## src/npci_pkg.sv

```systemverilog
`timescale 1ns / 1ps

package npci_pkg;

  // Field widths of the stream items.
  localparam int unsigned COLOR_W   = 8;
  localparam int unsigned ENTRY_W   = 3 * COLOR_W;
  localparam int unsigned SQ_W      = 2 * COLOR_W;
  // Three squared 8-bit differences sum to at most 195075.
  localparam int unsigned DIST_W    = 18;
  localparam int unsigned PSIZE_W   = 9;
  localparam logic [PSIZE_W-1:0] PSIZE_RESET = 9'd256;

  // Configuration register indexes.
  localparam int unsigned REG_IDX_W = 1;
  typedef enum logic [REG_IDX_W-1:0] {
    REG_SEARCH_LEN = 1'b0,
    REG_UNUSED     = 1'b1
  } reg_idx_e;

  // Kind of an input item.
  typedef enum logic {
    ACT_LOAD  = 1'b0,
    ACT_PIXEL = 1'b1
  } action_e;

  // One input item as it travels down the cell chain.
  typedef struct packed {
    action_e            action;
    logic [7:0]         entry_index;
    logic [COLOR_W-1:0] red;
    logic [COLOR_W-1:0] green;
    logic [COLOR_W-1:0] blue;
    logic               last_pixel;
  } item_t;

  // Square of the absolute difference of two color components.
  function automatic logic [SQ_W-1:0] sq_diff(input logic [COLOR_W-1:0] a,
                                              input logic [COLOR_W-1:0] b);
    logic [COLOR_W-1:0] d;
    d = (a > b) ? (a - b) : (b - a);
    return SQ_W'(d) * SQ_W'(d);
  endfunction

endpackage

```

## src/npci_apb_regs.sv

```systemverilog
`timescale 1ns / 1ps

module npci_apb_regs import npci_pkg::*; (
  input  logic               clk_i,
  input  logic               rst_ni,
  input  logic               psel,
  input  logic               penable,
  input  logic               pwrite,
  input  logic [2:0]         paddr,
  input  logic [31:0]        pwdata,
  output logic [31:0]        prdata,
  output logic               pready,
  output logic [PSIZE_W-1:0] search_len_o
);

  logic [PSIZE_W-1:0] search_len_q, search_len_d;
  reg_idx_e           reg_idx;
  logic               wr_en;

  assign pready  = 1'b1;
  assign reg_idx = reg_idx_e'(paddr[2]);
  assign wr_en   = psel && penable && pwrite && pready;

  // Register write decode.
  always_comb begin
    search_len_d = search_len_q;
    unique case (reg_idx)
      REG_SEARCH_LEN: begin
        if (wr_en) begin
          search_len_d = pwdata[PSIZE_W-1:0];
        end
      end
      default: begin
        search_len_d = search_len_q;
      end
    endcase
  end

  // Register read decode.
  always_comb begin
    unique case (reg_idx)
      REG_SEARCH_LEN: prdata = 32'(search_len_q);
      default:        prdata = 32'd0;
    endcase
  end

  always_ff @(posedge clk_i or negedge rst_ni) begin
    if (!rst_ni) begin
      search_len_q <= PSIZE_RESET;
    end else begin
      search_len_q <= search_len_d;
    end
  end

  assign search_len_o = search_len_q;

endmodule

```

## config.mk

```make
export PLATFORM = sky130hd
export DESIGN_NAME = npci_apb_regs
export DESIGN_NICKNAME = d
export VERILOG_FILES = /design/src/npci_pkg.sv /design/src/npci_apb_regs.sv
export SDC_FILE = /design/constraint.sdc
export NUM_CORES = 1
export LEC_CHECK = 0
export BUFFER_PORTS_ARGS = -buffer_cell sky130_fd_sc_hd__buf_4
export CAP_MARGIN = 20
export CORE_MARGIN = 4
export CORE_UTILIZATION = 33
export CTS_CLUSTER_SIZE = 8
export DETAILED_ROUTE_END_ITERATION = 16
export GPL_ROUTABILITY_DRIVEN = 1
export PLACE_DENSITY_LB_ADDON = 0.05
export SETUP_SLACK_MARGIN = 0.4
export SLEW_MARGIN = 20
export SYNTH_ARGS = -nofsm -noshare
export SYNTH_HDL_FRONTEND = slang
export SYNTH_SLANG_ARGS = --single-unit
```

## constraint.sdc

```tcl
create_clock -name clk_i -period 1.1 [get_ports clk_i]
set_input_delay 0.055 -clock clk_i [delete_from_list [all_inputs] [get_ports clk_i]]
set_output_delay 0.055 -clock clk_i [all_outputs]
set_load 0.005 [all_outputs]
```

# Word-level counts from Yosys, hierarchy flattened
# Index checks and enable logic that the tools add are counted.
# Widths: inputs -> output; s select.
dict set report totals {
  regBits 9
  latchBits 0
  ramBits 0
  rom_bits 0
  in_bits 40
  memories 0
}
dict set report op_classes {
  n_addsub 0
  n_mul 0
  div 0
  n_lt_le_gt_ge 0
  eq_ne 0
  n_shift 0
  mux 1
  bitwise 1
  n_reduce_logical 3
}
# operator count
set op_table {}
lappend op_table {{$mux 9} 1}
lappend op_table {{$logic_and 1x1->1} 2}
lappend op_table {{$reduce_and 2->1} 1}
lappend op_table {{$not 1->1} 1}

# Depth between registers and ports, before layout
# Gate-level depths: netlist of the first run.
dict set report depth {
  depth_word 3
  ltp_mapped 2
  depth_no_buf 2
}

# Worst setup path after synthesis of the first run
# Ideal clock, no wire load.
dict set report synth_path {
  path_type {reg2reg}
  startpoint {reg search_len_o[0] (netlist name)}
  endpoint {reg search_len_q[0], in the netlist search_len_o[0]}
  setup_time_ns 0.125
  arrival_time_ns 0.625
  required_ns 0.975
  path_slack_ns 0.350
  stages_incl_launch_ff 2
  path_buffers 0
  period_less_slack_ns 0.750
  cell_sequence {dfrtp_1 > mux2_2}
}
# element line_no
set synth_lines {}
lappend synth_lines {{to (signal assigned)} npci_apb_regs.sv:51} ;# search_len_q <= search_len_d;
lappend synth_lines {{to (decl)} npci_apb_regs.sv:16} ;# logic [PSIZE_W-1:0] search_len_q, search_len_d;

# Worst setup path after layout of the first run
dict set report layout_path {
  startpoint {reg search_len_q[8], in the netlist search_len_o[8]}
  endpoint {out prdata[8]}
}
dict set report layout_between {
  elab_chain_len 1
}
# element line_no
set layout_lines {}
lappend layout_lines {{$mux 9} npci_apb_regs.sv:41} ;# unique case (reg_idx)
lappend layout_lines {{to (decl)} npci_apb_regs.sv:11} ;# output logic [31:0] prdata,
# Every way passes these cells.

==> results of run 1 <==
worst max path at each step:
stage	from	to	depth (start not counted)
global route	search_len_o[8]$_DFFE_PN1P_	prdata[8]	2
finish	search_len_o[8]$_DFFE_PN1P_	prdata[8]	2
floorplan	search_len_o[0]$_DFFE_PN0P_	search_len_o[0]$_DFFE_PN0P_	1
CTS	search_len_o[8]$_DFFE_PN1P_	prdata[8]	2
global placement	paddr[2]	search_len_o[0]$_DFFE_PN0P_	3
detailed placement	paddr[2]	search_len_o[3]$_DFFE_PN0P_	3
stage by stage:
step	hold WS [ns]	power (mW)	area [sq um]
finish	0.0242	1.39	1020
global route	0.00206	1.49	1020
CTS	0.0145	1.38	1000
detailed placement	-0.114	0.857	800
global placement	-0.111	0.853	800
floorplan	-0.241	0.666	701
cells by family after synthesis:
group	count (synthesis)	share of synthesized area (%)
other	2	1.22
and+or+nand+nor	10	16.6
buffers and inverters	24	29.1
DFF	9	36.6
muxes	9	16.4
final cells by class:
| type | instances | area [sq um] | area share, % |
|---|---|---|---|
| multi-input combinational | 43 | 328 | 32.0 |
| timing repair buffer | 42 | 412 | 40.2 |
| tap | 25 | 31.3 | 3.06 |
| clock buffer | 4 | 26.3 | 2.57 |
| sequential | 9 | 226 | 22.1 |
timing repair:
item / 4_1_cts / 5_1_grt
gates resized for setup: 31 / 3
hold buffers: 1 / 0
setup endpoints to repair: 27 / 27
buffers inserted: 7 / 1
cloned: 0 / 0
endpoints found under the hold margin: 9 / 0
placed cells by master, fill, tap and decap left out:
master,n
clkbuf_1,1
nand4b_4,1
clkbuf_4,3
dlygate4sd3_1,1
dfrtp_1,8
buf_6,25
mux2_4,9
buf_4,16
dfstp_2,1
conb_1,24
and2b_2,9
cells in the mapped netlist, drive strengths merged:
cell	instances
nand4b	1
dfstp	1
buf	24
mux2	9
and2b	9
conb	2
dfrtp	8
power breakdown:
group | internal, mW | switching (mW) | total [mW]
registers | 0.410 | 0.0486 | 0.459
logic | 0.485 | 0.193 | 0.678
clock network | 0.140 | 0.116 | 0.255
total | 1.04 | 0.357 | 1.39
routing by layer:
metal | track usage [%] | share of wire [%] | vias up
li1 | - | - | 215
met1 | 12.0 | 32 | 217
met2 | 19.5 | 53 | 36
met3 | 7.00 | 15 | 0
met4 | 2.62 | 0 | 0
met5 | 0 | 0 | -
worst max-delay path, delay by kind of cell, from the launching register on:
| family | cells | cell delay (ns) |
|---|---|---|
| flops | 1 | 0.52 |
| simple gates | 1 | 0.14 |
| buf+inv | 1 | 0.08 |
==> impl_results.md, run 1 <==
- CP Class: reg2out
- Worst path cell trace: and2b_2 -> buf_6
- Skew-Pair Late Insertion Delay: 0.26 ns
- CP arrival: 1.00 ns
- Hold path cells: 2
- Max reg flops: 9
- Post-route DRC: 0
- Reg2reg path depth: 2
- Final #Nets: 139
- Max Root-Sink Buffers: 2
- Unique masters post-synth: 7
- Clk sinks: 9
- Mapped Cells: 54
- Post-route setup TNS: 0 ns
- Detail Route Antenna Nets: 0
- Clock root buffer master: clkbuf_4
- Gpl congestion: 0.557
- Layout cells sized above 1: 65.3%
- Vias in the first global route: 469
- Max-cap violations: 0
- First-pass GRT wire length: 2210 um
- Hold Path Sink: search_len_o[2]$_DFFE_PN0P_
- Yosys warns: 0
- Placed instance count: 110
- Crit start category: flip-flop
- All-Layer GR Usage: 11.5%
- Final WL: 1420 um
- Fillers: 164
- R2R Setup Slk: 0.22 ns
- Leak Pwr: 0.579 nW
- Core area: 0.00175 sq mm
- Horiz. Die Dim: 51.3 um
- CTS tree: built
- Fin. Hold Viols: 0
- Clock-pin transition on the worst setup and hold timing paths: 0.06 ns
- Antenna diode count: 0
- Grt ovf: 0
- CTS H-Tree Depth: 1
- Cell Rows: 15
- Post-synthesis sequential area ratio: 36.6%
- Layout Cells excl Fill: 123
- I/O pins: 82
- Pwr Density: 1360 mW/mm^2
- Min cycle time layout: 1.06 ns
- Die area: 0.00263 sq mm
- CP Max Fanout: 2
- Largest net degree at the start of global routing: 10
- Peak VDD IR: 1.07 mV
- 1st-iter DRT viols: 3
- Final Cycle Share: 96.2%
- Final Skew: 0 ns
- Routed len/inst: 11.5 um
- Worst path max stage delay: 0.52 ns
- Status: completed
- Post-layout util: 58.6%
- Top-area cell type share of the netlist area: 32.4%
- Post-synthesis cell area: 618 sq um
- Endpoints failing setup: 0
- Crit-path slowest cell: dfstp_2
- Worst r2r dst: search_len_o[4]$_DFFE_PN0P_
- HP Start: pwdata[2]
- Post-synthesis register bit count: 9
- Vias: 468
- Port Buf Inserts: 32
- Setup slack after layout: 0.0418 ns
- Post-synthesis average cell area: 11.4 sq um
- DR pass1 iterations: 2
- Pre-CTS WS: 0.206 ns
- Synth area leaders: dfrtp_1 (32%), buf_4 (29%), mux2_2 (16%), and2b_2 (13%), dfstp_2 (4.3%)
- Final number of max-transition violations: 0
- Starting Density: 35.4%
- Hpwl dp: 997 um
- Layout area overhead: 65.6%
- Die height: 51.3 um
- Drt via density: 3.80
- RSZ-0062 raised after global routing: true
- Total CTS buffers: 3
- WP data required: 1.04 ns
- HP Class: in2reg
- CP Capture Type: output port
- Worst r2r src: search_len_o[4]$_DFFE_PN0P_
- F_max: 0.945 GHz
- Yosys top cell by area: dfrtp_1
- Initial antenna violation count: 0
(Power assumes the default switching activity.)
==> run 2: changes to the inputs <==
--- a/config.mk
+++ b/config.mk
@@ -5,10 +5,11 @@
 export SDC_FILE = /design/constraint.sdc
 export NUM_CORES = 1
 export LEC_CHECK = 0
+export ABC_AREA = 1
 export BUFFER_PORTS_ARGS = -buffer_cell sky130_fd_sc_hd__buf_4
 export CAP_MARGIN = 20
 export CORE_MARGIN = 4
-export CORE_UTILIZATION = 33
+export CORE_UTILIZATION = 34
 export CTS_CLUSTER_SIZE = 8
 export DETAILED_ROUTE_END_ITERATION = 16
 export GPL_ROUTABILITY_DRIVEN = 1
==> run 2 against run 1 <==
Net effect: final cell count grew 24%; non-clock buffer count shrank 2; sequential share of layout area grew 1.6 points; combinational power shrank 28%; synthesized area grew 4.9%; maximum frequency grew 0.25%; core utilization shrank 4.6 points; first-iteration DRC count grew to 2.7 times the previous value; register-to-register slack gained 0.09 ns; design area shrank 6.8%; critical path type unchanged; largest power group unchanged.
==> impl_results.md, run 2 <==
- Hpwl dp: 1130 um (+14%)
- Largest net degree at the start of global routing: 11 (+1)
- Endpoints failing setup: 0 (unchanged)
- Final WL: 1480 um (+4.2%)
- Fin. Hold Viols: 0 (unchanged)
- Final #Nets: 168 (+21%)
- Clock root buffer master: clkbuf_4
- Placed instance count: 140 (+27%)
- Design area: 953 sq um (-6.8%)
- CTS tree: built
- WP data required: 1.04 ns (about the same)
- Post-route DRC: 0 (unchanged)
- Final Cycle Share: 96.0% (-0.24 points)
- Gpl congestion: 0.609 (+9.3%)
- First-pass GRT wire length: 2400 um (+8.7%)
- Post-route setup TNS: 0 ns (unchanged)
- Critical path depth in cells: 3 (+1)
- Crit start category: flip-flop
- CP startpoint: search_len_o[8]$_DFFE_PN1P_
- Core area: 0.00176 sq mm (+1.1%)
- HP Class: in2reg
- Initial antenna violation count: 0 (unchanged)
- CP endpoint: prdata[8]
- Min cycle time layout: 1.06 ns (-0.00265 ns)
- Crit-path slowest cell: dfstp_2
- Top delay family on crit path: flip-flops
- Worst path cell trace: inv_2 -> nor2_2 -> buf_4
- F_max: 0.947 GHz (+0.25%)
- Horiz. Die Dim: 51.7 um (+0.74%)
- Layout Cells excl Fill: 152 (+24%)
- Cell Rows: 15 (unchanged)
- Post-synthesis register bit count: 9 (unchanged)
- Final number of max-transition violations: 0 (unchanged)
- Top-area cell type share of the netlist area: 30.9% (-1.5 points)
- DR pass1 iterations: 3 (+1)
- Max-cap violations: 0 (unchanged)
- Routed len/inst: 9.74 um (-16%)
- Post-synthesis average cell area: 7.54 sq um (-34%)
- Post-synthesis sequential area ratio: 34.9% (-1.7 points)
- Mapped Cells: 86 (+59%)
- Cell Area, Placed: 811 sq um (+1.4%)
- Async S/R FF share, synth: 100% (unchanged)
- Number of synthesized flops with an enable pin: 0 (unchanged)
- Antenna diode count: 0 (unchanged)
- CP Max Fanout: 2 (unchanged)
- Grt ovf: 0 (unchanged)
- Skew-Pair Late Insertion Delay: 0.25 ns (about the same)
- Post-synth top flop: dfrtp_1
- CP Class: reg2out
- CTS H-Tree Depth: 1 (unchanged)
- R2R Setup Slk: 0.31 ns (+0.09 ns)
- Detail Route Antenna Nets: 0 (unchanged)
- All-Layer GR Usage: 12.2% (+0.74 points)
- Fillers: 182 (+11%)
- Worst r2r dst: search_len_o[8]$_DFFE_PN1P_
- Bufs and invs on worst path: 2 (+1)
- Max reg flops: 9 (unchanged)
- Vias in the first global route: 564 (+20%)
- Final Skew: 0 ns (unchanged)
- Starting Density: 36.7% (+1.3 points)
- CP arrival: 1.00 ns (about the same)
- Total CTS buffers: 3 (unchanged)
- 1st-iter DRT viols: 8 (+5)
- Most frequent cells in the layout: buf_4 (26), conb_1 (24), nand2_1 (18)
- Register area: 226 sq um (unchanged)
- Post-synth top cells: buf_4 (24), nand2_1 (19), inv_1 (10), nand3_1 (9), nor2_1 (9)
- Port Buf Inserts: 32 (unchanged)
- Max Root-Sink Buffers: 2 (unchanged)
- Most common cell after layout, fill and taps aside: buf_4
- Unique masters post-synth: 12 (+5)
- Yosys top cell by area: dfrtp_1
- Die height: 51.7 um (+0.74%)
- Reg2reg path depth: 3 (+1)
- Worst path max stage delay: 0.54 ns (+0.02 ns)
- Peak VDD IR: 0.661 mV (-38%)
- Leak Pwr: 0.576 nW (-0.55%)
- Synth area leaders: dfrtp_1 (31%), buf_4 (28%), nand2_1 (11%), nand3_1 (6.9%), inv_1 (5.8%)
- Die area: 0.00267 sq mm (+1.5%)
- Layout area overhead: 47.1%
- RSZ-0062 raised after global routing: true
- Worst r2r src: search_len_o[8]$_DFFE_PN1P_
- Multi-input logic area: 277 sq um (-16%)
- Clock-pin transition on the worst setup and hold timing paths: 0.06 ns (about the same)
- Post-layout util: 54.0% (-4.6 points)
- Drt via density: 3.80 (-0.23%)
- Pwr Density: 1260 mW/mm^2 (-7.2%)
- Layout cells sized above 1: 38.6% (-27 points)
- Status: completed
- Count leader, synth: buf_4
- I/O pins: 82 (unchanged)
- Yosys warns: 0 (unchanged)
- Post-synthesis cell area: 648 sq um (+4.9%)
- Vias: 577 (+23%)
- CP Capture Type: output port
- Clk sinks: 9 (unchanged)
-- run 2: cell types whose count changed in the layout (fill, tap and decap cells not counted), sizes merged --
cell	before	now
nand3	0	9
inv	0	11
nand2	0	20
nor2	0	10
buf	41	39
and2b	9	0
nand4b	1	0
mux2	9	0
-- run 2: cells by family after synthesis --
family        count (synthesis)  share of synthesized area, %
simple gates                 39                          28.0
buf+inv                      36                          35.9
other cells                   2                          1.16
flops                         9                          34.9
-- run 2: through the flow --
| step | total power [mW] | worst slack, ns | hold slack (ns) |
|---|---|---|---|
| floorplan | 0.650 | 0.388 | -0.241 |
| global placement | 0.797 | 0.306 | -0.112 |
| detailed placement | 0.807 | 0.290 | -0.111 |
| CTS | 1.14 | 0.0159 | 0.0218 |
| global route | 1.29 | 0.00628 | 0.0299 |
| finish | 1.20 | 0.0444 | 0.0244 |
-- run 2: how the worst min path moves through the flow --
stage                     slack [ns]       from  depth (start not counted)                          end
after global placement         -0.11     rst_ni                          1  search_len_o[3]$_DFFE_PN0P_
after floorplan                -0.24     rst_ni                          0  search_len_o[0]$_DFFE_PN0P_
final                           0.02  pwdata[7]                          3  search_len_o[7]$_DFFE_PN0P_
after global routing            0.03  pwdata[8]                          3  search_len_o[8]$_DFFE_PN1P_
after CTS                       0.02  pwdata[1]                          3  search_len_o[1]$_DFFE_PN0P_
after detailed placement       -0.11     rst_ni                          1  search_len_o[3]$_DFFE_PN0P_
-- run 2: routing by layer --
metal	up-vias	routed length [um]	global-route usage [%]
met2	34	739	21.4
met3	0	200	4.87
met5	-	0	0
met1	254	540	12.8
li1	289	-	-
met4	0	0	5.24
-- run 2: cell type report --
class	instances	area share, %
clock buffers	4	2.76
repair buffers	40	36.9
inverters	11	4.33
flip-flops and latches	9	23.8
well taps	25	3.28
multi-input cells	63	29.0
-- run 2: what timing repair did --
item | 4_1_cts | 5_1_grt
hold endpoints to repair | 9 | 0
setup buffers | 2 | 5
pin swaps | 7 | 5
hold buffers | 1 | 0
endpoints found under the setup margin | 18 | 20
resized for setup | 8 | 8
-- run 2: power breakdown --
group          switching (mW)  internal, mW
Clock                   0.119         0.140
Sequential             0.0559         0.398
Combinational           0.185         0.305
Total                   0.360         0.843
-- run 2: worst register-to-register path, stage by stage (launching register included) --
cell	delay, ns
dfstp_2	0.54
buf_4	0.11
nand2_1	0.04
nand2_1	0.05
