<file path="config.mk">
export PLATFORM = sky130hd
export DESIGN_NAME = npci_cell
export DESIGN_NICKNAME = d
export VERILOG_FILES = /design/src/npci_pkg.sv /design/src/npci_cell.sv
export SDC_FILE = /design/constraint.sdc
export NUM_CORES = 1
export LEC_CHECK = 0
export BUFFER_PORTS_ARGS = -buffer_cell sky130_fd_sc_hd__buf_2
export CELL_PAD_IN_SITES_DETAIL_PLACEMENT = 1
export CELL_PAD_IN_SITES_GLOBAL_PLACEMENT = 1
export CORE_MARGIN = 5
export CORE_UTILIZATION = 49
export DETAILED_ROUTE_END_ITERATION = 8
export GPL_ROUTABILITY_DRIVEN = 0
export PLACE_DENSITY = 0.78
export SLEW_MARGIN = 20
export SYNTH_ARGS = -nofsm -noshare
export SYNTH_HDL_FRONTEND = slang
export SYNTH_SLANG_ARGS = --single-unit
</file>
<file path="constraint.sdc">
create_clock -name clk_i -period 7.75 [get_ports clk_i]
set_clock_uncertainty 0.2 [all_clocks]
set_input_delay 0.3875 -clock clk_i [delete_from_list [all_inputs] [get_ports clk_i]]
set_output_delay 0.3875 -clock clk_i [all_outputs]
set_load 0.1 [all_outputs]
</file>
<file path="src/npci_pkg.sv">
`timescale 1ns / 1ps

package npci_pkg;

  // Field widths of the stream items.
  localparam int unsigned COLOR_W   = 8;
  localparam int unsigned ENTRY_W   = 3 * COLOR_W;
  localparam int unsigned SQ_W      = 2 * COLOR_W;
  // Three squared 8-bit differences sum to at most 195075.
  localparam int unsigned DIST_W    = 18;
  localparam int unsigned PSIZE_W   = 9;
  localparam logic [PSIZE_W-1:0] PSIZE_RESET = 9'd256;

  // Configuration register indexes.
  localparam int unsigned REG_IDX_W = 1;
  typedef enum logic [REG_IDX_W-1:0] {
    REG_SEARCH_LEN = 1'b0,
    REG_UNUSED     = 1'b1
  } reg_idx_e;

  // Kind of an input item.
  typedef enum logic {
    ACT_LOAD  = 1'b0,
    ACT_PIXEL = 1'b1
  } action_e;

  // One input item as it travels down the cell chain.
  typedef struct packed {
    action_e            action;
    logic [7:0]         entry_index;
    logic [COLOR_W-1:0] red;
    logic [COLOR_W-1:0] green;
    logic [COLOR_W-1:0] blue;
    logic               last_pixel;
  } item_t;

  // Square of the absolute difference of two color components.
  function automatic logic [SQ_W-1:0] sq_diff(input logic [COLOR_W-1:0] a,
                                              input logic [COLOR_W-1:0] b);
    logic [COLOR_W-1:0] d;
    d = (a > b) ? (a - b) : (b - a);
    return SQ_W'(d) * SQ_W'(d);
  endfunction

endpackage

</file>
<file path="src/npci_cell.sv">
`timescale 1ns / 1ps

// One palette entry and the two pipeline stages that compare a pixel with it.
module npci_cell import npci_pkg::*; #(
  parameter int unsigned CELL_IDX = 0,
  parameter int unsigned IDX_W    = 8,
  parameter int unsigned CNT_W    = 9
) (
  input  logic              clk_i,
  input  logic              rst_ni,
  input  logic              advance_i,
  input  logic [CNT_W-1:0]  count_i,
  input  logic              valid_i,
  input  item_t             item_i,
  input  logic [DIST_W-1:0] best_dist_i,
  input  logic [IDX_W-1:0]  best_idx_i,
  output logic              valid_o,
  output item_t             item_o,
  output logic [DIST_W-1:0] best_dist_o,
  output logic [IDX_W-1:0]  best_idx_o
);

  localparam logic [IDX_W-1:0] MY_IDX = IDX_W'(CELL_IDX);

  logic [ENTRY_W-1:0] entry_q;
  logic               load_hit;
  logic               in_range;

  // Stage A registers: squared component differences.
  logic              valid_a_q;
  item_t             item_a_q;
  logic [DIST_W-1:0] best_dist_a_q;
  logic [IDX_W-1:0]  best_idx_a_q;
  logic [SQ_W-1:0]   sq_r_q, sq_g_q, sq_b_q;
  logic [SQ_W-1:0]   sq_r_d, sq_g_d, sq_b_d;

  // Stage B registers: running best after this entry.
  logic              valid_b_q;
  item_t             item_b_q;
  logic [DIST_W-1:0] best_dist_b_q, best_dist_b_d;
  logic [IDX_W-1:0]  best_idx_b_q, best_idx_b_d;
  logic [DIST_W-1:0] cand_dist;

  // A load item writes this entry as it passes; items behind it see the new color.
  assign load_hit = valid_i && (item_i.action == ACT_LOAD) &&
                    (32'(item_i.entry_index) == 32'(CELL_IDX));

  always_ff @(posedge clk_i) begin
    if (advance_i && load_hit) begin
      entry_q <= {item_i.red, item_i.green, item_i.blue};
    end
  end

  // Stage A: component differences squared.
  assign sq_r_d = sq_diff(entry_q[23:16], item_i.red);
  assign sq_g_d = sq_diff(entry_q[15:8],  item_i.green);
  assign sq_b_d = sq_diff(entry_q[7:0],   item_i.blue);

  always_ff @(posedge clk_i or negedge rst_ni) begin
    if (!rst_ni) begin
      valid_a_q <= 1'b0;
    end else if (advance_i) begin
      valid_a_q <= valid_i;
    end
  end

  always_ff @(posedge clk_i) begin
    if (advance_i) begin
      item_a_q      <= item_i;
      best_dist_a_q <= best_dist_i;
      best_idx_a_q  <= best_idx_i;
      sq_r_q        <= sq_r_d;
      sq_g_q        <= sq_g_d;
      sq_b_q        <= sq_b_d;
    end
  end

  // Stage B: sum and strict compare, so a tie keeps the lower index.
  assign in_range  = 32'(count_i) > 32'(CELL_IDX);
  assign cand_dist = DIST_W'(sq_r_q) + DIST_W'(sq_g_q) + DIST_W'(sq_b_q);

  always_comb begin
    best_dist_b_d = best_dist_a_q;
    best_idx_b_d  = best_idx_a_q;
    if (in_range && (cand_dist < best_dist_a_q)) begin
      best_dist_b_d = cand_dist;
      best_idx_b_d  = MY_IDX;
    end
  end

  always_ff @(posedge clk_i or negedge rst_ni) begin
    if (!rst_ni) begin
      valid_b_q <= 1'b0;
    end else if (advance_i) begin
      valid_b_q <= valid_a_q;
    end
  end

  always_ff @(posedge clk_i) begin
    if (advance_i) begin
      item_b_q      <= item_a_q;
      best_dist_b_q <= best_dist_b_d;
      best_idx_b_q  <= best_idx_b_d;
    end
  end

  assign valid_o     = valid_b_q;
  assign item_o      = item_b_q;
  assign best_dist_o = best_dist_b_q;
  assign best_idx_o  = best_idx_b_q;

endmodule

</file>
### After elaboration in Yosys (flattened, before gate mapping)

Index checks and enable logic that the tools add are counted.

* register bits after elaboration: 194
* latch bits: 0
* memory bits (writable): 0
* bits in read-only memories: 0
* bits of input ports: 73
* output and inout port bits: 61
* logic and storage cells: 48
* memories kept: 0

* add/subtract/negate cells: 8
* multiply operators: 3
* divide/modulo/power cells: 0
* magnitude comparators: 5
* equal/unequal tests: 0
* shift operators: 0
* multiplexer cells: 4
* bitwise operators: 1
* reductions and logical operators: 5

Operator list (number)
* 8-bit by 8-bit multiplier with 16-bit output: 3
* 8-bit subtractor: 6
* 8-bit > comparator: 3
* 8-bit two-way mux: 3
* 17-bit by 16-bit adder with 18-bit output: 1
* 18-bit less-than comparator: 1
* 18-bit two-way mux: 1
* 16-bit by 16-bit adder with 17-bit output: 1
* 9-bit by 1-bit > comparator with 1-bit output (second input constant): 1
* 8-bit logical NOT: 1
* 1-bit logical AND: 4
* 1-bit NOT: 1

### Longest topological paths before layout

Gate-level depths: netlist of the first run.

* depth after elaboration: 5
* mapped depth: 28
* mapped depth without buffers: 27

### Worst setup path after synthesis of the first run

OpenSTA, ideal clock, no wires.

* kind: register -> register
* start point: register entry_q[16]
* end point: register sq_r_q[12], data pin
* library setup time: 0.260 ns
* data arrival time: 5.962 ns
* required time: 7.290 ns
* path slack: 1.327 ns
* stages on the path, launching flop included: 27
* clock period less this slack: 6.423 ns
* path through: edfxtp_1 > inv_1 > ha_1 > inv_1 > fa_1 > a21o_1 > a31o_2 > a21oi_1 > nor2_1 > mux2i_1 > xor2_1 > buf_2 > or2_2 > fa_1 > inv_1 > fa_1 > inv_1 > fa_1 > fa_1 > inv_1 > ha_1 > or2_2 > a21oi_1 > inv_1 > o211ai_1 > mux2i_1 > nand2_1

* word-level cells in the longest chain between the ends: 3
* elaborated cells on any way between the ends: 5
* classes of those cells: 2 x add/sub; 1 x mul; 1 x order compare; 1 x mux

Ends and longest elaborated chain
* from (decl): RTL line npci_cell.sv:25 `logic [ENTRY_W-1:0] entry_q;`
* from (signal assigned): RTL line npci_cell.sv:50 `entry_q <= {item_i.red, item_i.green, item_i.blue};`
* 8-bit subtractor or 8-bit > comparator (tied branches): RTL line npci_pkg.sv:41 `d = (a > b) ? (a - b) : (b - a);`
* 8-bit two-way mux *: RTL line npci_pkg.sv:41
* 8-bit by 8-bit multiplier with 16-bit output *: RTL line npci_pkg.sv:42 `return SQ_W'(d) * SQ_W'(d);`
* via sq_r_d[12]: RTL line npci_cell.sv:35 `logic [SQ_W-1:0] sq_r_d, sq_g_d, sq_b_d;`
* to (signal assigned): RTL line npci_cell.sv:72 `sq_r_q <= sq_r_d;`
* to (decl): RTL line npci_cell.sv:34 `logic [SQ_W-1:0] sq_r_q, sq_g_q, sq_b_q;`

The timed path passes the listed nets; every way through them passes the cells marked *.
A chain may end at the register's enable or synchronous reset.

### Worst setup path after layout of the first run

* start point: input port item_i[9] in the netlist's numbering
* end point: register sq_g_q[15], data pin

* word-level cells in the longest chain between the ends: 3
* elaborated cells on any way between the ends: 5
* classes of those cells: 2 x add/sub; 1 x mul; 1 x order compare; 1 x mux

Ends and longest elaborated chain
* from (decl): RTL line npci_cell.sv:14 `input item_t item_i,`
* 8-bit subtractor or 8-bit > comparator (tied branches): RTL line npci_pkg.sv:41
* 8-bit two-way mux *: RTL line npci_pkg.sv:41
* 8-bit by 8-bit multiplier with 16-bit output *: RTL line npci_pkg.sv:42
* via sq_g_d[15]: RTL line npci_cell.sv:35
* to (signal assigned): RTL line npci_cell.sv:73 `sq_g_q <= sq_g_d;`
* to (decl): RTL line npci_cell.sv:34

Marked as above.

==> impl_metrics.py, run 1 <==
metrics = {
    "status": {
        "outcome": "finished clean",
    },
    "sta": {
        "period_share": 0.945,
        "hold_viol": 0,
        "drv_slew": 0,
        "finalWorstPathRequiredPeriod_ns": 7.33,
        "fmax_mhz": 136,
        "max_slew_margin": 0.337,
        "setup_violations": 0,
        "worst_pin_slew_ns": 0.994,
        "fin_setup_tns_ns": 0,
        "rsz0062_at_grt": "no",
    },
    "synth": {
        "synth_area_per_cell_um2": 11.1,
        "syn_area_um2": 14700,
        "ys.flop_type": "edfxtp_1",
        "synthAdderAreaFrac": 0.276,
        "async_flop_share": 0.0105,
        "synth-seq-cells": 191,
        "synth.area.mux_share": 0.0274,
        "synth_xor_area_frac": 0.0387,
        "synth_cells": 1324,
        "yosys_warnings": 0,
        "synth-simple-area-share": 0.105,
        "synth_top_family_by_area": "adder cells",
        "synth_cell_types": 72,
        "synth_compound_area_frac": 0.0951,
        "yosysSeqAreaShare": 0.390,
        "synth_edf_count": 189,
    },
    "worst_setup_path": {
        "cp_common_cell": "fa_1",
        "cp_max_fo": 13,
        "startpoint": "item_i[9]",
        "cp.arrival_ns": 7.33,
        "worstPathCellList": "dlygate4sd3_1, buf_2, ha_1, fa_1, nand3b_1, a21oi_1, o31a_1, mux2i_1, xnor2_1, nand2b_1, inv_1, fa_1, fa_1, inv_1, fa_1, fa_1, inv_1, ha_1, o21a_1, o21bai_1, o21ai_0, a21oi_1, xnor2_1, xnor2_1",
        "crit_slowest_cell": "xnor2_1",
        "critPathMaxStageDelay_ns": 0.77,
        "cp.required_ns": 7.75,
        "cp-start-kind": "primary input",
        "worstSetupPathType": "in2reg",
        "cp-end-kind": "flip-flop",
        "reg2reg_from": "entry_q[16]$_DFFE_PP_",
    },
    "global_routing": {
        "grt_pass1_wl_um": 56200,
        "antenna_found_initial": 0,
        "grt_pass1_vias": 11400,
        "gr-total-overflow": 0,
        "grtUsageTotal": 0.208,
        "grt_max_degree": 59,
    },
    "floorplanning": {
        "io_pins": 134,
        "initial_core_util": 0.495,
        "chipWidth_um": 183,
        "die_height_um": 183,
        "fp-row-count": 63,
        "die_area_um2": 33500,
        "core_um2": 29600,
    },
    "routing": {
        "viasPerCell": 5.28,
        "vias": 10200,
        "first_pass_iters": 5,
        "wire_per_inst_um": 17.4,
        "drt_iter0_markers": 337,
        "drtAntennaViolNets": 0,
        "drc": 0,
        "drt-total-wl_um": 33500,
    },
    "clock_network": {
        "clk_latency_ns": 0.45,
        "clockBufferDepth": 2,
        "root_buffer": "clkbuf_16",
        "numCtsBuffers": 17,
        "clkTransAtPathRegs_ns": 0.08,
        "cts_tree": "built",
        "clock_tree.htree_level_count": 4,
        "cts_num_sinks": 191,
    },
    "hold_path": {
        "min_path_type": "in2async",
    },
    "place": {
        "dp_hpwl_um": 25700,
        "port-buffer-count": 133,
    },
    "finish": {
        "most-common-layout-cells": "inv_1, edfxtp_1, ha_1",
        "syn2layout_area_growth_pct": 15.7,
        "nets": 1863,
        "final_common_cell": "inv_1",
        "drive_gt1_frac": 0.135,
        "diodes": 0,
    },
    "job": {
        "cap_violations": 0,
    },
}
==> what timing repair did <==
action                                 4_1_cts  5_1_grt
resized for setup                            0        1
setup buffers                                0        0
endpoints found under the hold margin       83        0
hold buffers                                60        0
setup endpoints to repair                    0        2
==> cell type report <==
| class | count | area [um2] |
|---|---|---|
| tap | 390 | 488 |
| timing repair buffer | 202 | 1340 |
| multi-input combinational | 881 | 7970 |
| fill | 3219 | 12700 |
| inverter | 232 | 871 |
| clock inverter | 14 | 156 |
| clock buffer | 18 | 429 |
| sequential | 191 | 5730 |
==> metrics by stage <==
step           hold slack (ns)  utilization  area, um2  setup slack (ns)  cells
6_report                0.0464        0.573      17000             0.423   1928
5_1_grt                 0.0446        0.573      17000            0.0164   1928
4_1_cts                 0.0190        0.573      17000             0.312   1928
3_5_place_dp           -0.0232        0.533      15800             0.396   1836
3_3_place_gp           -0.0277        0.533      15800             0.785   1836
2_1_floorplan           -0.108            -      14700              1.33   1325
==> worst max-delay path: cells and delay by family <==
kind / cells / cell delay (ns)
xor gates and xnor gates: 3 / 1.03
adders and majority gates: 7 / 3.06
and+or+nand+nor: 2 / 0.46
muxes: 1 / 0.17
AOI/OAI and AO/OA: 6 / 1.36
buffers and inverters: 5 / 0.85
==> flip-flops by register name (all words and copies together), names as in the netlist <==
signal and count:
best_dist_a_q 18, valid_a_q 1, best_idx_o 8, item_o 34
item_a_q 34, valid_o 1, best_dist_o 18, entry_q 24
sq_r_q 15, sq_b_q 15, best_idx_a_q 8, sq_g_q 15
==> cell usage after synthesis, types with 13 or more instances <==
library cell / number / area [um2]
xnor2_1: 39 / 342
nor2b_1: 28 / 175
edfxtp_1: 189 / 5680
fa_1: 97 / 1940
nand2_1: 35 / 131
xor2_1: 24 / 210
mux2_2: 13 / 146
mux2i_1: 21 / 210
o21a_1: 21 / 158
nor3_1: 26 / 130
a21oi_1: 57 / 285
nand2b_1: 19 / 119
nor2_1: 106 / 398
ha_1: 168 / 2100
a21o_1: 26 / 195
inv_1: 232 / 871
o21ai_0: 35 / 175
==> per-layer routing <==
metal	wire, um	track usage	vias to the layer above
met1	14500	0.255	5078
met4	671	0.0617	0
met5	0	0	-
li1	-	-	4924
met2	17300	0.378	155
met3	1000	0.0323	29
==> final timing paths <==
check / to / slack [ns] / cells past startpoint
setup / recovery: sq_g_q[15]$_DFFE_PP_ / 0.42 / 24
hold / removal: valid_o$_DFFE_PN0P_ / 0.05 / 2
setup reg to reg: sq_r_q[15]$_DFFE_PP_ / 0.65 / 25
hold reg to reg: item_o[31]$_DFFE_PP_ / 0.22 / 0
max in group asynchronous: valid_a_q$_DFFE_PN0P_ / 7.20 / 2
min in group clk_i: entry_q[1]$_DFFE_PP_ / 0.05 / 1
==> cells by family (layout without fill, tap and decap cells) <==
family	Yosys count	after routing
and+or+nand+nor	301	301
buffers and inverters	253	466
DFF	191	191
AOI/OAI and AO/OA	210	210
muxes	38	38
xor gates and xnor gates	64	64
other	2	3
adders and majority gates	265	265
Power of run 1 is not shown: default switching activity piles up to over one toggle a cycle in this logic, so the estimate is an artifact.
==> run 2: changes to the inputs <==
--- a/config.mk
+++ b/config.mk
@@ -5,14 +5,15 @@
 export SDC_FILE = /design/constraint.sdc
 export NUM_CORES = 1
 export LEC_CHECK = 0
+export ABC_AREA = 1
 export BUFFER_PORTS_ARGS = -buffer_cell sky130_fd_sc_hd__buf_2
 export CELL_PAD_IN_SITES_DETAIL_PLACEMENT = 1
 export CELL_PAD_IN_SITES_GLOBAL_PLACEMENT = 1
 export CORE_MARGIN = 5
-export CORE_UTILIZATION = 49
+export CORE_UTILIZATION = 48
 export DETAILED_ROUTE_END_ITERATION = 8
 export GPL_ROUTABILITY_DRIVEN = 0
-export PLACE_DENSITY = 0.78
+export PLACE_DENSITY = 0.9
 export SLEW_MARGIN = 20
 export SYNTH_ARGS = -nofsm -noshare
 export SYNTH_HDL_FRONTEND = slang
==> impl_metrics.py, run 2 <==
metrics = {
    "sta": {
        "drv_slew": 0,
        "fmax_mhz": 152,
        "period_share": 0.851,
        "setup_violations": 0,
        "finalWorstPathRequiredPeriod_ns": 6.60,
        "fin_setup_tns_ns": 0,
        "hold_viol": 0,
        "rsz0062_at_grt": "no",
        "worst_pin_slew_ns": 0.845,
        "hold_ws_ns": 0.0345,
        "max_slew_margin": 0.436,
    },
    "clock_network": {
        "clock_tree.htree_level_count": 4,
        "numCtsBuffers": 17,
        "cts_num_sinks": 191,
        "cts_resized": 0,
        "root_buffer": "clkbuf_16",
        "clkTransAtPathRegs_ns": 0.08,
        "clk_latency_ns": 0.47,
        "clockBufferDepth": 2,
        "cts_tree": "built",
    },
    "finish": {
        "register_area_um2": 5730,
        "fill_cells": 3491,
        "drive_gt1_frac": 0.135,
        "syn2layout_area_growth_pct": 15.5,
        "final_common_cell": "inv_1",
        "most-common-layout-cells": "inv_1, nand2_1, edfxtp_1",
        "nets": 2078,
        "multi_input_area_um2": 7900,
    },
    "floorplanning": {
        "die_area_um2": 34700,
        "core_um2": 30700,
        "initial_core_util": 0.487,
        "io_pins": 134,
        "die_height_um": 186,
        "fp-row-count": 64,
        "chipWidth_um": 186,
    },
    "synth": {
        "synthAdderAreaFrac": 0.271,
        "synth-seq-cells": 191,
        "async_flop_share": 0.0105,
        "yosysSeqAreaShare": 0.383,
        "yosys_warnings": 0,
        "synth_top_cell_by_area": "edfxtp_1",
        "synth_edf_count": 189,
        "synth.area.mux_share": 0,
        "synth-simple-area-share": 0.143,
        "synth_common_cells": "inv_1, nand2_1, edfxtp_1",
        "synth_cell_types": 45,
        "synth_area_leaders": "edfxtp_1, ha_1, fa_1",
        "synth_xor_area_frac": 0.0445,
        "yosysMostFrequentCell": "inv_1",
        "ys.flop_type": "edfxtp_1",
        "yosysTopAreaCellShare": 0.380,
        "syn_area_um2": 14900,
        "synth_compound_area_frac": 0.0694,
        "synth_cells": 1539,
        "synth_top_family_by_area": "adder cells",
        "synth_area_per_cell_um2": 9.70,
    },
    "routing": {
        "wire_per_inst_um": 17.7,
        "drt-total-wl_um": 38000,
        "viasPerCell": 5.18,
        "drc": 0,
        "first_pass_iters": 7,
        "vias": 11100,
        "drt_iter0_markers": 548,
        "drtAntennaViolNets": 0,
    },
    "worst_setup_path": {
        "cp-end-kind": "flip-flop",
        "cp.arrival_ns": 6.61,
        "cp.required_ns": 7.77,
        "worstSetupPathType": "in2reg",
        "cp-start-kind": "primary input",
        "cp_max_fo": 6,
    },
    "global_routing": {
        "grt_pass1_vias": 12600,
        "gr-total-overflow": 0,
        "grt_pass1_wl_um": 62900,
        "grtUsageTotal": 0.220,
        "grt_max_degree": 153,
        "antenna_found_initial": 1,
    },
    "job": {
        "cap_violations": 0,
    },
    "status": {
        "outcome": "finished clean",
    },
    "place": {
        "dp_hpwl_um": 29400,
        "port-buffer-count": 133,
    },
    "hold_path": {
        "min_path_type": "in2reg",
    },
}
[run 2: cell types whose count changed after synthesis, moves of 22 or more]
cell / delta
nand3_1: +26
nand2_1: +262
xor2_1: +22
nor2b_1: -28
inv_1: +74
a21oi_1: +29
[run 2: metal layers]
| layer | vias to the layer above | GRT usage | routed length (um) |
|---|---|---|---|
| met5 | - | 0 | 0 |
| met4 | 0 | 0.0793 | 1050 |
| met3 | 69 | 0.0426 | 1420 |
| met2 | 233 | 0.403 | 19900 |
| met1 | 5521 | 0.257 | 15600 |
| li1 | 5322 | - | - |
[run 2: area by class of cell]
cell class	count	share of cell area
timing repair buffer	196	0.0758
clock buffer	17	0.0247
antenna	1	0.000145
multi-input combinational	1015	0.458
tap	396	0.0287
sequential	191	0.332
clock inverter	15	0.0109
inverter	319	0.0700
[run 2: kinds of logic after synthesis]
| kind of cell | Yosys count |
|---|---|
| xor gates and xnor gates | 75 |
| DFF | 191 |
| AOI/OAI and AO/OA | 177 |
| adders and majority gates | 265 |
| buffers and inverters | 334 |
| and+or+nand+nor | 495 |
| other | 2 |
[run 2: path summary, 6_finish.rpt]
kind	slack, ns	start	cells past startpoint	to
worst max-delay path	1.15	item_i[9]	28	sq_g_q[15]$_DFFE_PP_
worst min-delay path	0.03	item_i[10]	1	entry_q[9]$_DFFE_PP_
worst max register to register	1.33	entry_q[16]$_DFFE_PP_	27	sq_r_q[12]$_DFFE_PP_
worst min register to register	0.22	item_a_q[28]$_DFFE_PP_	0	item_o[28]$_DFFE_PP_
max in group asynchronous	7.21	rst_ni	2	valid_o$_DFFE_PN0P_
min in group asynchronous	0.04	rst_ni	2	valid_a_q$_DFFE_PN0P_
[run 2: repair_timing]
action                                 4_1_cts  5_1_grt
setup endpoints to repair                    0        0
endpoints found under the hold margin       83        0
buffers inserted                             0        0
hold buffers                                60        0
[run 2: critical path, cell delays in order]
cell           delay (ns)
dlygate4sd3_1        0.53
buf_2                0.14
ha_1                 0.21
fa_1                 0.41
inv_1                0.10
nand2_1              0.07
nand2_2              0.08
nand2_2              0.08
a21boi_4             0.23
nand3_1              0.12
nand2_1              0.19
inv_1                0.14
nor2_1               0.24
fa_1                 0.47
fa_1                 0.55
inv_1                0.05
fa_1                 0.50
fa_1                 0.54
inv_1                0.05
ha_1                 0.37
a21oi_1              0.24
o21ai_0              0.11
a21oi_1              0.35
inv_1                0.08
nand2_1              0.07
nand3_1              0.10
nand3_1              0.12
nand2_1              0.07
[run 2: per-stage QoR]
stage / setup slack, ns / area (um2) / std cells / util
6_report: 1.15 / 17300 / 2150 / 0.563
2_1_floorplan: 2.11 / 14900 / 1540 / -
3_3_place_gp: 1.70 / 16000 / 2057 / 0.523
5_1_grt: 0.794 / 17300 / 2150 / 0.563
3_5_place_dp: 1.30 / 16000 / 2057 / 0.523
4_1_cts: 1.20 / 17300 / 2149 / 0.563
Power of run 2 is left out for the same reason.
==> run 3: changes to the inputs <==
--- a/config.mk
+++ b/config.mk
@@ -5,12 +5,11 @@
 export SDC_FILE = /design/constraint.sdc
 export NUM_CORES = 1
 export LEC_CHECK = 0
-export ABC_AREA = 1
 export BUFFER_PORTS_ARGS = -buffer_cell sky130_fd_sc_hd__buf_2
 export CELL_PAD_IN_SITES_DETAIL_PLACEMENT = 1
 export CELL_PAD_IN_SITES_GLOBAL_PLACEMENT = 1
 export CORE_MARGIN = 5
-export CORE_UTILIZATION = 48
+export CORE_UTILIZATION = 49
 export DETAILED_ROUTE_END_ITERATION = 8
 export GPL_ROUTABILITY_DRIVEN = 0
 export PLACE_DENSITY = 0.9
==> impl_metrics.py, run 3 (synthesis results as in run 1) <==
metrics = {
    "status": {
        "outcome": "finished clean",
    },
    "job": {
        "cap_violations": 0,
    },
    "sta": {
        "max_slew_margin": 0.357,
        "hold_viol": 0,
        "period_share": 0.941,
        "drv_slew": 0,
        "setup_violations": 0,
        "finalWorstPathRequiredPeriod_ns": 7.29,
        "rsz0062_at_grt": "no",
        "worst_pin_slew_ns": 0.964,
        "fmax_mhz": 137,
        "fin_setup_tns_ns": 0,
    },
    "hold_path": {
        "min_path_type": "in2reg",
        "hold_depth": 1,
        "min_from": "item_i[10]",
        "hold_path_end": "item_a_q[10]$_DFFE_PP_",
    },
    "routing": {
        "first_pass_iters": 5,
        "drt_iter0_markers": 553,
        "drt-total-wl_um": 35300,
        "met3WireLength_um": 1440,
        "vias": 10400,
        "drc": 0,
        "drtAntennaViolNets": 0,
        "wire_per_inst_um": 18.3,
        "wl_met1_um": 14500,
        "viasPerCell": 5.37,
        "routed.top_layer": "met4",
        "wl_met2_um": 18600,
    },
    "floorplanning": {
        "die_height_um": 183,
        "chipWidth_um": 183,
        "io_pins": 134,
        "fp-row-count": 63,
        "core_um2": 29600,
        "initial_core_util": 0.495,
        "die_area_um2": 33500,
    },
    "global_routing": {
        "gr-total-overflow": 0,
        "grtUsageTotal": 0.215,
        "grt_pass1_wl_um": 58100,
        "grt_pass1_vias": 11700,
        "antenna_found_initial": 0,
        "grt_max_degree": 71,
    },
    "worst_setup_path": {
        "cp-end-kind": "flip-flop",
        "reg2reg_depth": 26,
        "cp-start-kind": "primary input",
        "reg2reg_from": "entry_q[16]$_DFFE_PP_",
        "cp.required_ns": 7.75,
        "cp.arrival_ns": 7.30,
        "cp_max_fo": 11,
        "reg2reg_setup_slack_ns": 0.57,
        "worstSetupPathType": "in2reg",
        "reg2reg_to": "sq_r_q[15]$_DFFE_PP_",
    },
    "finish": {
        "final_common_cell": "inv_1",
        "fill_cells": 3206,
        "nets": 1864,
        "multi_input_area_um2": 7970,
        "register_area_um2": 5730,
        "most-common-layout-cells": "inv_1, edfxtp_1, ha_1",
        "syn2layout_area_growth_pct": 15.9,
        "diodes": 0,
        "drive_gt1_frac": 0.136,
    },
    "clock_network": {
        "clockBufferDepth": 2,
        "numCtsBuffers": 17,
        "clk_latency_ns": 0.46,
        "root_buffer": "clkbuf_16",
        "clkTransAtPathRegs_ns": 0.08,
        "cts_num_sinks": 191,
        "clock_tree.htree_level_count": 4,
        "cts_tree": "built",
        "post-cts-setup-buffers": 0,
    },
    "place": {
        "dp_hpwl_um": 26900,
        "port-buffer-count": 133,
    },
}
==> run 3: cell types whose count changed in the layout (fill, tap and decap cells not counted), sizes merged, moves of 14 or more <==
cell    before  now
nand2b       0   19
inv        327  240
a21o        11   26
xor2        47   24
a21oi       87   58
or2          1   17
mux2         0   17
nor2b        0   28
mux2i        0   21
nand3       38   10
o21ai       51   37
nand2      327   35
nor3         9   27
o21a         4   21
==> run 3: critical path, stage by stage <==
cell and delay, ns:
dlygate4sd3_1 0.52, buf_2 0.13, ha_1 0.18, inv_1 0.06, fa_1 0.41, a21o_1 0.21, a31o_2 0.25, a21oi_1 0.34
nor2_1 0.24, mux2i_1 0.22, xor2_1 0.20, buf_4 0.21, nor2_1 0.09, fa_1 0.49, fa_1 0.50, ha_1 0.28
inv_1 0.04, fa_1 0.47, inv_1 0.05, ha_1 0.32, a21o_1 0.19, a21oi_1 0.24, o21bai_1 0.14, a2111oi_1 0.49
or3_1 0.26, o21ai_0 0.16, xor2_1 0.18
==> run 3: area by class of cell <==
cell class	instances	area share
clock buffers	17	0.0250
multi-input cells	881	0.468
clock inverters	15	0.0110
flip-flops and latches	191	0.336
repair buffers	203	0.0792
inverters	232	0.0512
well taps	390	0.0287
==> run 3: per-layer routing <==
| layer | vias up | GRT usage |
|---|---|---|
| met5 | - | 0 |
| met4 | 0 | 0.0590 |
| met3 | 62 | 0.0377 |
| met2 | 229 | 0.396 |
| met1 | 5142 | 0.258 |
| li1 | 4926 | - |
==> run 3: worst max-delay path by stage <==
stage	start	end	slack, ns	depth (start not counted)
global placement	item_i[1]	sq_b_q[14]$_DFFE_PP_	0.91	21
floorplan	entry_q[16]$_DFFE_PP_	sq_r_q[12]$_DFFE_PP_	1.33	26
finish	item_i[17]	sq_r_q[15]$_DFFE_PP_	0.46	27
detailed placement	item_i[17]	sq_r_q[15]$_DFFE_PP_	0.52	24
CTS	item_i[17]	sq_r_q[15]$_DFFE_PP_	0.30	25
global route	item_i[17]	sq_r_q[15]$_DFFE_PP_	0.05	27
==> run 3: stage by stage <==
stage,std cells,hold WS [ns],setup slack (ns),util,cell area (um2)
after floorplan,1325,-0.108,1.33,-,14700
after global placement,1837,-0.0282,0.912,0.533,15800
after detailed placement,1837,-0.0222,0.520,0.533,15800
after CTS,1929,0.00616,0.304,0.574,17000
after global routing,1929,0.0268,0.0515,0.574,17000
final,1929,0.0337,0.456,0.574,17000
==> run 3: repair_timing <==
item	in CTS	in global routing
setup endpoints to repair	0	2
gates resized for setup	0	2
hold buffers	60	0
endpoints found under the hold margin	83	0
Power of run 3 is left out for the same reason.
